===== src/ostt_pkg.sv =====
// Package for the one-shot timer table: table size, derived widths,
// mode and result kind codes, and the sequencer state type.
// No dependencies.
package ostt_pkg;

  localparam int NUM_TIMERS = 16;
  localparam int IDX_W      = $clog2(NUM_TIMERS);
  localparam int CNT_W      = IDX_W + 1;
  localparam int SLOT_W     = 4;
  localparam int WORD_W     = 32;
  localparam int TPS_W      = 10;
  localparam int BIT_CNT_W  = $clog2(WORD_W);

  localparam logic [TPS_W-1:0] TPS_RESET = TPS_W'(100);

  localparam logic [1:0] MODE_START  = 2'd0;
  localparam logic [1:0] MODE_CANCEL = 2'd1;
  localparam logic [1:0] MODE_TICK   = 2'd2;

  localparam logic [1:0] KIND_START   = 2'd0;
  localparam logic [1:0] KIND_CANCEL  = 2'd1;
  localparam logic [1:0] KIND_FIRE    = 2'd2;
  localparam logic [1:0] KIND_SUMMARY = 2'd3;

  typedef enum logic [1:0] {
    ST_IDLE,
    ST_MOD,
    ST_SCAN
  } ostt_state_t;

endpackage


===== src/one_shot_timer_table.sv =====
// One-shot timer table top level: slot bookkeeping, tick and seconds
// counters, a bit-serial remainder unit and the slot scan sequencer.
// Depends on ostt_pkg.
//
// Channel   Direction  Handshake           Payload
// input     in         start / busy        in_mode, in_delay_ticks, in_cancel_slot
// result    out        out_valid (strobe)  out_kind, out_slot, out_table_full,
//                                          out_tick_count, out_seconds_count, out_last
// config    in         cfg_we              cfg_wdata (ticks per second)
//
// A start or cancel word is taken while busy is low; its result shows on the next
// cycle and busy stays low, so these words can follow back to back.
// A tick word holds busy high while the bit-serial remainder unit (one
// dividend bit per cycle) decides the seconds bump, then while the registered
// expiry read is primed, each slot is compared in turn and a summary is
// formed. The summary is on the result ports in the first cycle that busy is
// low again.
// Reset is synchronous and active low; it frees all slots, zeroes both
// counters and restores ticks per second to 100. The expiry memory is not
// cleared, since an entry is read only for a slot that was claimed.
// The receiver cannot stall: each result is on the ports for one cycle only.
module one_shot_timer_table (
  input  logic                         clk,
  input  logic                         rst_n,
  input  logic                         start,
  output logic                         busy,
  input  logic [1:0]                   in_mode,
  input  logic [ostt_pkg::WORD_W-1:0]  in_delay_ticks,
  input  logic [ostt_pkg::SLOT_W-1:0]  in_cancel_slot,
  input  logic                         cfg_we,
  input  logic [ostt_pkg::TPS_W-1:0]   cfg_wdata,
  output logic                         out_valid,
  output logic [1:0]                   out_kind,
  output logic [ostt_pkg::SLOT_W-1:0]  out_slot,
  output logic                         out_table_full,
  output logic [ostt_pkg::WORD_W-1:0]  out_tick_count,
  output logic [ostt_pkg::WORD_W-1:0]  out_seconds_count,
  output logic                         out_last
);
  import ostt_pkg::*;

  // Sequencer and counters.
  ostt_state_t              state_r, state_nxt;
  logic [NUM_TIMERS-1:0]    slot_busy_r, slot_busy_nxt;
  logic [WORD_W-1:0]        tick_r, tick_nxt;
  logic [WORD_W-1:0]        sec_r, sec_nxt;
  logic [TPS_W-1:0]         tps_r;

  // Remainder unit: the new tick count shifts out MSB first into rem_r.
  logic [WORD_W-1:0]        div_r, div_nxt;
  logic [TPS_W-1:0]         rem_r, rem_nxt;
  logic [BIT_CNT_W-1:0]     bit_cnt_r, bit_cnt_nxt;
  logic [TPS_W-1:0]         tps_eff;
  logic [TPS_W:0]           trial;
  logic [TPS_W:0]           trial_diff;

  // Scan pipeline: read slot scan_idx_r while comparing slot cmp_idx_r.
  logic [CNT_W-1:0]         scan_idx_r, scan_idx_nxt;
  logic                     cmp_vld_r, cmp_vld_nxt;
  logic [IDX_W-1:0]         cmp_idx_r, cmp_idx_nxt;
  logic [WORD_W-1:0]        rd_data_r;
  logic [WORD_W-1:0]        exp_diff;
  logic                     fire;

  // Expiry memory.
  logic [WORD_W-1:0]        expiry_mem [NUM_TIMERS];
  logic                     mem_we;
  logic [IDX_W-1:0]         mem_waddr;
  logic [WORD_W-1:0]        mem_wdata;

  // Free slot search and cancel decode.
  logic                     free_found;
  logic [IDX_W-1:0]         free_idx;
  logic [IDX_W-1:0]         cancel_idx;
  logic                     cancel_in_range;
  logic                     accept;

  // Result register.
  logic                     out_valid_r, out_valid_nxt;
  logic [1:0]               out_kind_r, out_kind_nxt;
  logic [SLOT_W-1:0]        out_slot_r, out_slot_nxt;
  logic                     out_full_r, out_full_nxt;
  logic [WORD_W-1:0]        out_tick_r, out_tick_nxt;
  logic [WORD_W-1:0]        out_sec_r, out_sec_nxt;
  logic                     out_last_r, out_last_nxt;

  assign busy   = (state_r != ST_IDLE);
  assign accept = start && !busy;

  // Lowest free slot.
  always_comb begin
    free_found = 1'b0;
    free_idx   = '0;
    for (int i = NUM_TIMERS - 1; i >= 0; i--) begin
      if (!slot_busy_r[i]) begin
        free_found = 1'b1;
        free_idx   = IDX_W'(i);
      end
    end
  end

  assign cancel_idx      = IDX_W'(in_cancel_slot);
  assign cancel_in_range = (32'(in_cancel_slot) < NUM_TIMERS);

  // One restoring step of the remainder; a zero rate counts as one.
  assign tps_eff    = (tps_r == '0) ? TPS_W'(1) : tps_r;
  assign trial      = {rem_r, div_r[WORD_W-1]};
  assign trial_diff = trial - {1'b0, tps_eff};

  // Wrap-safe expiry check: fired when expiry minus now is zero or negative.
  assign exp_diff = rd_data_r - tick_r;
  assign fire     = (exp_diff == '0) || exp_diff[WORD_W-1];

  assign mem_waddr = free_idx;
  assign mem_wdata = tick_r + in_delay_ticks;

  always_comb begin
    state_nxt     = state_r;
    slot_busy_nxt = slot_busy_r;
    tick_nxt      = tick_r;
    sec_nxt       = sec_r;
    div_nxt       = div_r;
    rem_nxt       = rem_r;
    bit_cnt_nxt   = bit_cnt_r;
    scan_idx_nxt  = scan_idx_r;
    cmp_vld_nxt   = 1'b0;
    cmp_idx_nxt   = scan_idx_r[IDX_W-1:0];
    mem_we        = 1'b0;
    out_valid_nxt = 1'b0;
    out_kind_nxt  = KIND_START;
    out_slot_nxt  = '0;
    out_full_nxt  = 1'b0;
    out_tick_nxt  = tick_r;
    out_sec_nxt   = sec_r;
    out_last_nxt  = 1'b0;

    unique case (state_r)
      ST_IDLE: begin
        if (accept) begin
          case (in_mode)
            MODE_START: begin
              out_valid_nxt = 1'b1;
              out_kind_nxt  = KIND_START;
              out_last_nxt  = 1'b1;
              if (free_found) begin
                mem_we                  = 1'b1;
                slot_busy_nxt[free_idx] = 1'b1;
                out_slot_nxt            = SLOT_W'(free_idx);
              end else begin
                out_full_nxt = 1'b1;
              end
            end
            MODE_CANCEL: begin
              if (cancel_in_range) begin
                slot_busy_nxt[cancel_idx] = 1'b0;
              end
              out_valid_nxt = 1'b1;
              out_kind_nxt  = KIND_CANCEL;
              out_slot_nxt  = in_cancel_slot;
              out_last_nxt  = 1'b1;
            end
            MODE_TICK: begin
              tick_nxt    = tick_r + 1'b1;
              div_nxt     = tick_r + 1'b1;
              rem_nxt     = '0;
              bit_cnt_nxt = '0;
              state_nxt   = ST_MOD;
            end
            default: begin
              // Unused mode: no state change and no result.
            end
          endcase
        end
      end

      ST_MOD: begin
        rem_nxt     = trial_diff[TPS_W] ? trial[TPS_W-1:0] : trial_diff[TPS_W-1:0];
        div_nxt     = {div_r[WORD_W-2:0], 1'b0};
        bit_cnt_nxt = bit_cnt_r + 1'b1;
        if (bit_cnt_r == BIT_CNT_W'(WORD_W - 1)) begin
          if (rem_nxt == '0) begin
            sec_nxt = sec_r + 1'b1;
          end
          scan_idx_nxt = '0;
          state_nxt    = ST_SCAN;
        end
      end

      ST_SCAN: begin
        cmp_vld_nxt  = (scan_idx_r < CNT_W'(NUM_TIMERS));
        scan_idx_nxt = scan_idx_r + 1'b1;
        if (cmp_vld_r && slot_busy_r[cmp_idx_r] && fire) begin
          slot_busy_nxt[cmp_idx_r] = 1'b0;
          out_valid_nxt = 1'b1;
          out_kind_nxt  = KIND_FIRE;
          out_slot_nxt  = SLOT_W'(cmp_idx_r);
        end
        // The last compare happened the cycle before; close with the summary.
        if (scan_idx_r == CNT_W'(NUM_TIMERS + 1)) begin
          out_valid_nxt = 1'b1;
          out_kind_nxt  = KIND_SUMMARY;
          out_last_nxt  = 1'b1;
          state_nxt     = ST_IDLE;
        end
      end

      default: state_nxt = ST_IDLE;
    endcase
  end

  always_ff @(posedge clk) begin
    if (!rst_n) begin
      state_r     <= ST_IDLE;
      slot_busy_r <= '0;
      tick_r      <= '0;
      sec_r       <= '0;
      tps_r       <= TPS_RESET;
      out_valid_r <= 1'b0;
      cmp_vld_r   <= 1'b0;
    end else begin
      state_r     <= state_nxt;
      slot_busy_r <= slot_busy_nxt;
      tick_r      <= tick_nxt;
      sec_r       <= sec_nxt;
      out_valid_r <= out_valid_nxt;
      cmp_vld_r   <= cmp_vld_nxt;
      if (cfg_we) begin
        tps_r <= cfg_wdata;
      end
    end
  end

  always_ff @(posedge clk) begin
    div_r      <= div_nxt;
    rem_r      <= rem_nxt;
    bit_cnt_r  <= bit_cnt_nxt;
    scan_idx_r <= scan_idx_nxt;
    cmp_idx_r  <= cmp_idx_nxt;
    out_kind_r <= out_kind_nxt;
    out_slot_r <= out_slot_nxt;
    out_full_r <= out_full_nxt;
    out_tick_r <= out_tick_nxt;
    out_sec_r  <= out_sec_nxt;
    out_last_r <= out_last_nxt;
  end

  // Expiry memory: one write port, one registered read port for the scan.
  always_ff @(posedge clk) begin
    if (mem_we) begin
      expiry_mem[mem_waddr] <= mem_wdata;
    end
    rd_data_r <= expiry_mem[scan_idx_r[IDX_W-1:0]];
  end

  assign out_valid         = out_valid_r;
  assign out_kind          = out_kind_r;
  assign out_slot          = out_slot_r;
  assign out_table_full    = out_full_r;
  assign out_tick_count    = out_tick_r;
  assign out_seconds_count = out_sec_r;
  assign out_last          = out_last_r;

  // Fired timers are reported only from the slot scan.
  a_fire_from_scan: assert property (@(posedge clk) disable iff (!rst_n)
    out_valid && out_kind == KIND_FIRE |-> $past(state_r) == ST_SCAN)
    else $error("timer fired outside the slot scan");

  // The summary closes a tick, so the block is ready again with it.
  a_summary_idle: assert property (@(posedge clk) disable iff (!rst_n)
    out_valid && out_kind == KIND_SUMMARY |-> !busy && out_last)
    else $error("tick summary without returning to idle");

  // A full answer is given only when every slot is taken.
  a_full_all_busy: assert property (@(posedge clk) disable iff (!rst_n)
    out_valid && out_table_full |-> (&slot_busy_r))
    else $error("table full reported with a free slot");

  // Start and cancel words answer with a single final word on the next cycle.
  a_single_answer: assert property (@(posedge clk) disable iff (!rst_n)
    start && !busy && (in_mode == MODE_START || in_mode == MODE_CANCEL)
    |=> out_valid && out_last && !busy)
    else $error("start or cancel word not answered in one cycle");

endmodule


===== config.mk =====
export PLATFORM = sky130hd
export DESIGN_NAME = one_shot_timer_table
export DESIGN_NICKNAME = d
export VERILOG_FILES = /design/src/ostt_pkg.sv /design/src/one_shot_timer_table.sv
export SDC_FILE = /design/constraint.sdc
export NUM_CORES = 1
export LEC_CHECK = 0
export BUFFER_PORTS_ARGS = -buffer_cell sky130_fd_sc_hd__buf_2
export CELL_PAD_IN_SITES_DETAIL_PLACEMENT = 0
export CELL_PAD_IN_SITES_GLOBAL_PLACEMENT = 1
export CORE_ASPECT_RATIO = 1.1
export CORE_UTILIZATION = 40
export DETAILED_ROUTE_END_ITERATION = 7
export PLACE_DENSITY = 0.66
export SYNTH_ARGS = -nofsm -noshare
export SYNTH_HDL_FRONTEND = slang
export SYNTH_SLANG_ARGS = --single-unit

===== constraint.sdc =====
create_clock -name clk -period 4.9 [get_ports clk]
set_input_delay 0.245 -clock clk [delete_from_list [all_inputs] [get_ports clk]]
set_output_delay 0.245 -clock clk [all_outputs]
set_load 0.05 [all_outputs]

==> flow_summary.toml, run 1 <==
[run_status]
outcome = "complete, no violations"

[global_routing]
antenna_found_initial = 6
grt_pass1_vias = 20900
grtUsageTotal = 0.205
grt_max_degree = 85
overflow = 0
grt_pass1_wl_mm = 131

[sta]
rsz0062_at_grt = "false"
fmax_ghz = 0.229
hold_viol = 0
finalClockSkew_ns = 0.0623
worstMarginPinSlew_ns = 1.33
finalCriticalPeriod_ns = 4.37
fin_ws_ns = 0.525
whs_ns = 0.0463
maxSlewViolCount = 0
slew_headroom = 0.107
setup_violations = 0
tns_ns = 0
fin_crit_sh = 0.893

[routing]
drtIter0Drc = 1864
ant_nets = 0
dr.pass1.iters = 5
avgViaCountPerCell = 5.66
wire_per_inst_um = 23.7
wirelength_mm = 86.3
post-route-drc-count = 0
dr_total_vias = 20600

[place]
pre_cts_ws_ns = 0.395
placed_cell_area_um2 = 35500
io_buffers = 125
place.gp.congestion = 0.878
dp_hpwl_mm = 56.9

[worst_setup_path]
cp_max_fo = 25
path_delay_family = "compound AO/OA/AOI/OAI gates"
crit_path_start = "tps_r[1]"
crit_arrival_ns = 4.94
path_cells = "nor3_1 -> a41o_1 -> ha_1 -> fa_1 -> nor2b_1 -> o21ai_0 -> a21boi_0 -> o21ai_0 -> a21o_1 -> a211o_1 -> nor4_1 -> a31oi_4 -> nor4b_1 -> mux2i_1"
slowest_delay_ns = 0.70
end_kind = "flop"
startpoint_type = "flop"
crit_type = "flop to flop"
crit_top_cell = "o21ai_0"
crit_path_top_delay_cell = "nor4_1"
path_buf_inv = 0
reg2reg_from = "tps_r[1]"
required_ns = 5.47

[synthesis]
synthesis.instances = 2313
synth-main-ff-cell = "edfxtp_1"
ys_ff_latch = 766
syn_area_um2 = 33200
syn_nets = 2446
ys_async_sr_fraction = 0
synth_top_cell_by_area = "edfxtp_1"
ys_top_cells_by_area = "edfxtp_1, dfxtp_1, mux4_2"
synth-warning-count = 0
avgSynthCellArea_um2 = 14.4
synth_cell_type_count = 93
synth_top_area_frac = 0.510
synth_edf_count = 564
yosysSeqAreaShare = 0.632

[clock_network]
insertion_delay_ns = 0.66
cts_tree = "yes"
post-cts-setup-buffers = 0
cts_sinks = 766
cts_max_level = 3
path_clk_slew_ns = 0.06
root_buffer = "clkbuf_16"
cts_buffers = 81
clock_path_buffers = 3

[cells_and_area]
finalNetCount = 2643
drive_gt1_frac = 0.213
final_util = 0.469
design_area_um2 = 38500
area_growth_syn_to_layout_pct = 15.9
final_common_cell = "edfxtp_1"
final_cell_mix = "edfxtp_1, dfxtp_1, mux4_2"

[floorplan]
initial_core_util = 0.405
core_region_area_um2 = 82000
die_w_um = 277
dieArea_um2 = 84200
io_pins = 126
rows = 110
die_y_um = 304

[pwr]
ir_worst_vdd_uv = 260
leakagePower_nw = 13.2
power.density_nw_per_um2 = 357

[flow_run]
cap_violations = 0

[hold_path]
holdCritPathClass = "input pin to flop"
hp-start = "cfg_we"
[logic make-up (layout without fill, tap and decap cells)]
family                   count (synthesis)  after routing  synth area share
adder cells (fa/ha/maj)                 81             81            0.0312
AND/OR/NAND/NOR                        604            604            0.0904
buffers and inverters                  181            444            0.0224
other                                    0              2                 0
XOR/XNOR                               102            102            0.0269
multiplexers                           200            200             0.122
flip-flops                             766            766             0.632
AO/OA/AOI/OAI                          379            379            0.0755
[metrics by stage]
step / instances / power (mW)
2_1_floorplan: 2313 / 7.47
3_3_place_gp: 3474 / 7.64
3_5_place_dp: 3474 / 7.65
4_1_cts: 3640 / 13.9
5_1_grt: 3640 / 14.2
6_report: 3642 / 13.7
[sequential cells by signal (all words and copies together) (netlist names), 2 cells and up]
name	count
out_tick_count	32
tps_r	10
state_r	2
out_sec_nxt	32
expiry_mem	512
bit_cnt_r	5
out_kind	2
scan_idx_r	5
cmp_idx_r	4
div_r	32
rem_r	10
rd_data_r	32
slot_busy_r	16
out_seconds_count	32
out_slot	4
out_tick_nxt	32
[worst paths after layout]
check / end / slack [ns] / cells past startpoint
max: out_sec_nxt[13] / 0.53 / 14
min: tps_r[5] / 0.05 / 3
max reg2reg: out_sec_nxt[13] / 0.53 / 14
min reg2reg: out_seconds_count[31] / 0.38 / 0
[final cells by class]
class	count	area (um2)
antenna	2	5.00
clock buffer	94	2150
clock inverter	55	591
fill	7174	43500
inverter	81	304
multi-input combinational	1366	11700
sequential	766	21000
tap	1064	1330
timing repair buffer	214	1460
[power by group]
part	total [mW]	switching [mW]	leakage (nW)	internal (mW)
Sequential	7.04	0.0278	6.75	7.01
Combinational	0.488	0.330	5.11	0.157
Clock	6.22	2.66	1.32	3.56
[worst register-to-register path, delay by kind of cell, from the launching register on]
family                     cells  cell delay [ns]
AOI/OAI and AO/OA              7             1.68
and+or+nand+nor                4             1.37
adders and majority gates      2             0.60
DFF                            1             0.40
muxes                          1             0.23
[cell usage after synthesis, types with 17 or more instances]
library cell    n
inv_1          80
ha_1           78
nand4_1        29
xnor2_1        87
a21oi_1        97
nor3_1         39
buf_1          17
nand2_1       151
a21o_1         19
nand2b_1       39
nor4_1         21
nor2_1        165
and3_1         17
edfxtp_1      564
clkbuf_1       70
mux2i_1        35
o21ai_0        91
nand3_1        45
mux4_2        160
dfxtp_1       202
or3_1          18
[timing repair]
action                                 CTS  global route
gates resized for setup                  0             2
endpoints found under the hold margin   15             0
hold buffers                            17             0
setup endpoints to repair                0             6
[metal layers]
metal | up-vias | share of wire | GRT usage
li1 | 9343 | - | -
met1 | 10600 | 0.45 | 0.288
met2 | 549 | 0.48 | 0.337
met4 | 0 | 0.017 | 0.0510
met3 | 91 | 0.052 | 0.0272
met5 | - | 0 | 0
Power figures use the tool's default switching activity.
==> run 2: changes to the inputs <==
- CORE_MARGIN: unset -> 8
- CTS_CLUSTER_SIZE: unset -> 28
==> flow_summary.toml, run 2 (synthesis results as in run 1) <==
[run_status]
outcome = "complete, no violations"

[sta]
finalClockSkew_ns = 0.0574
finalCriticalPeriod_ns = 4.50
fmax_ghz = 0.222
rsz0062_at_grt = "false"
setup_violations = 0
maxSlewViolCount = 0
fin_crit_sh = 0.918
worstMarginPinSlew_ns = 1.31
hold_viol = 0
slew_headroom = 0.122
tns_ns = 0

[clock_network]
insertion_delay_ns = 0.66
ctsResizeCount = 0
root_buffer = "clkbuf_16"
clock_path_buffers = 3
cts_buffers = 80
cts_sinks = 766
path_clk_slew_ns = 0.06
cts_tree = "yes"
cts_max_level = 3

[hold_path]
holdCritPathClass = "input pin to flop"

[routing]
wirelength_mm = 86.2
ant_nets = 0
post-route-drc-count = 0
wire_per_inst_um = 23.7
avgViaCountPerCell = 5.62
dr_total_vias = 20500
drtIter0Drc = 1664
dr.pass1.iters = 5

[floorplan]
die_w_um = 291
die_y_um = 318
rows = 111
io_pins = 126
initial_core_util = 0.401
dieArea_um2 = 92500
core_region_area_um2 = 82800

[global_routing]
overflow = 0
grt_max_degree = 102
grt_pass1_vias = 20700
grtUsageTotal = 0.182
grt_pass1_wl_mm = 130
antenna_found_initial = 3

[pwr]
finalPower_mw = 14.1
ir_worst_vdd_uv = 255
leakagePower_nw = 13.2
power.density_nw_per_um2 = 366

[worst_setup_path]
cp_max_fo = 25
startpoint_type = "flop"
required_ns = 5.39
end_kind = "flop"
crit_type = "flop to flop"
crit_arrival_ns = 4.99
ff2ff_setup_slack_ns = 0.40

[place]
place.gp.congestion = 0.878
io_buffers = 125
dp_hpwl_mm = 56.6

[cells_and_area]
num-fill-cells = 7231
final_common_cell = "edfxtp_1"
top_register = "expiry_mem"
largest_reg_flops = 512
drive_gt1_frac = 0.210
finalNetCount = 2633
final_cell_mix = "edfxtp_1, dfxtp_1, mux4_2"
area_growth_syn_to_layout_pct = 16.0

[flow_run]
cap_violations = 0
==> run 2: cell type report <==
cell class / instances / area [um2] / area share
flip-flops and latches: 766 / 21000 / 0.544
clock buffers: 97 / 2130 / 0.0552
inverters: 81 / 304 / 0.00789
multi-input cells: 1366 / 11700 / 0.302
clock inverters: 51 / 776 / 0.0201
diodes: 1 / 2.50 / 0.0000649
repair buffers: 205 / 1350 / 0.0351
well taps: 1073 / 1340 / 0.0348
==> run 2: final timing paths <==
path | from | endpoint | cells past startpoint
max reg2reg | tps_r[1] | out_sec_nxt[26] | 14
max | tps_r[1] | out_sec_nxt[26] | 14
min | cfg_we | tps_r[5] | 3
min reg2reg | out_sec_nxt[31] | out_seconds_count[31] | 0
==> run 2: worst max-delay path: stages, from the launching register on <==
cell      delay, ns
dfxtp_1        0.41
nor3_1         0.08
a41o_1         0.25
ha_1           0.20
fa_1           0.40
nor2b_1        0.11
o21ai_0        0.09
a21boi_0       0.23
o21ai_0        0.19
a21o_1         0.23
a211o_1        0.43
nor4_1         0.57
a31oi_2        0.36
o311ai_0       0.60
o41ai_1        0.17
==> run 2: per-stage QoR <==
step	cells	instance area, um2	hold slack [ns]	utilization	worst slack (ns)
2_1_floorplan	2313	33200	0.343	-	1.12
3_3_place_gp	3475	35500	0.358	0.428	0.648
3_5_place_dp	3475	35500	0.356	0.428	0.462
4_1_cts	3639	38500	0.00144	0.465	0.442
5_1_grt	3639	38500	0.0522	0.466	0.0812
6_report	3640	38500	0.0444	0.466	0.404
==> run 2: report_power, final <==
part,switching (mW),total [mW],internal (mW)
clock network,2.63,6.57,3.93
logic,0.327,0.481,0.154
registers,0.0274,7.04,7.01
==> run 2: per-layer routing <==
metal  GRT usage  vias up  wire length [um]
met3      0.0346      136              5050
met4      0.0502        2              2080
met5           0        -                 7
met1       0.243    10400             37400
met2       0.303      569             41700
li1            -     9329                 -
==> run 2: timing repair <==
item / 4_1_cts / 5_1_grt
endpoints found under the hold margin: 15 / 0
endpoints found under the setup margin: 0 / 0
buffers inserted: 0 / 0
hold buffers: 16 / 0
==> run 3: changes to the inputs <==
- RECOVER_POWER: unset -> 100
==> flow_summary.toml, run 3 (synthesis results as in run 1) <==
[run_status]
outcome = "complete, but fails checks"
violations = "capacitance limit, slew limit"

[routing]
post-route-drc-count = 0
wirelength_mm = 86.1
dr.pass1.iters = 5
wire_per_inst_um = 23.7
wl_met3_mm = 5.24
dr_total_vias = 20400
ant_nets = 0
drtIter0Drc = 1622
met1_length_mm = 37.3
dr_wl_met2_mm = 41.5
top_layer = "met5"
avgViaCountPerCell = 5.61

[global_routing]
grt_max_degree = 102
antenna_found_initial = 3
grt_pass1_wl_mm = 130
grt_pass1_vias = 20700
grtUsageTotal = 0.182
overflow = 0

[worst_setup_path]
crit_type = "flop to flop"
cp_max_fo = 14
required_ns = 5.39
ff2ff_setup_slack_ns = 0.39
startpoint_type = "flop"
end_kind = "flop"
crit_arrival_ns = 5.00

[clock_network]
path_clk_slew_ns = 0.06
ctsResizeCount = 0
cts_max_level = 3
cts_sinks = 766
cts_buffers = 80
root_buffer = "clkbuf_16"
insertion_delay_ns = 0.66
cts_tree = "yes"
clock_path_buffers = 3

[sta]
finalClockSkew_ns = 0.0578
whs_ns = 0.0409
fmax_ghz = 0.222
fin_ws_ns = 0.391
tns_ns = 0
slew_headroom = -1.53
maxSlewViolCount = 286
worstMarginPinSlew_ns = 3.79
setup_violations = 0
fin_crit_sh = 0.920
hold_viol = 0
finalCriticalPeriod_ns = 4.51
rsz0062_at_grt = "false"

[floorplan]
die_w_um = 291
dieArea_um2 = 92500
rows = 111
initial_core_util = 0.401
io_pins = 126
core_region_area_um2 = 82800
die_y_um = 318

[place]
dp_hpwl_mm = 56.6
place.gp.congestion = 0.878
io_buffers = 125
pre_cts_ws_ns = 0.462

[cells_and_area]
drive_gt1_frac = 0.162
final_common_cell = "edfxtp_1"
area_growth_syn_to_layout_pct = 14.9
regArea_um2 = 21000
multi_input_area_um2 = 11600
top_register = "expiry_mem"
largest_reg_flops = 512
final_cell_mix = "edfxtp_1, dfxtp_1, mux4_2"
num-fill-cells = 7308
final_util = 0.461
finalNetCount = 2633

[pwr]
ir_worst_vdd_uv = 254
leakagePower_nw = 12.7
power.density_nw_per_um2 = 369

[flow_run]
cap_violations = 10

[hold_path]
holdCritPathClass = "input pin to flop"
run 3: final timing paths:
path | start | endpoint | cells past startpoint
min | cfg_we | tps_r[5] | 3
min reg2reg | out_sec_nxt[31] | out_seconds_count[31] | 0
max | out_tick_nxt[16] | slot_busy_r[15] | 14
max reg2reg | out_tick_nxt[16] | slot_busy_r[15] | 14
run 3: repair_timing:
item	CTS	global route
hold buffers	16	0
buffers inserted	0	0
hold endpoints to repair	15	0
run 3: cell type report:
cell class | count | area share
repair buffers | 205 | 0.0282
flip-flops and latches | 766 | 0.550
well taps | 1073 | 0.0352
clock inverters | 51 | 0.0203
clock buffers | 97 | 0.0557
multi-input cells | 1366 | 0.303
inverters | 81 | 0.00797
diodes | 1 | 0.0000656
run 3: where the power goes:
group | switching [mW] | total (mW) | internal (mW) | leakage (nW)
registers | 0.0267 | 7.05 | 7.02 | 6.75
logic | 0.323 | 0.468 | 0.145 | 4.58
clock network | 2.63 | 6.56 | 3.93 | 1.39
total | 2.98 | 14.1 | 11.1 | 12.7
run 3: worst max-delay path: stages (launching register included):
cell and delay, ns:
dfxtp_1 0.31, clkbuf_1 0.45, inv_1 0.16, ha_1 0.46, nand4_1 0.14, or4_1 0.45
a211oi_1 0.33, nor3_1 0.18, xnor2_1 0.17, nor4_1 0.42, nand4_1 0.22, nor4_4 0.30
buf_4 0.29, o21ai_2 0.14, o221a_2 0.33
run 3: metal layers:
layer | vias to the layer above | track usage
li1 | 9330 | -
met1 | 10400 | 0.243
met2 | 600 | 0.303
met3 | 131 | 0.0346
met4 | 2 | 0.0502
met5 | - | 0
run 3: metrics by stage:
| step | area (um2) | instances | total power, mW |
|---|---|---|---|
| floorplan | 33200 | 2313 | 7.47 |
| CTS | 38500 | 3639 | 14.2 |
| detailed placement | 35500 | 3475 | 7.65 |
| finish | 38200 | 3640 | 14.1 |
| global route | 38200 | 3639 | 14.5 |
| global placement | 35500 | 3475 | 7.64 |
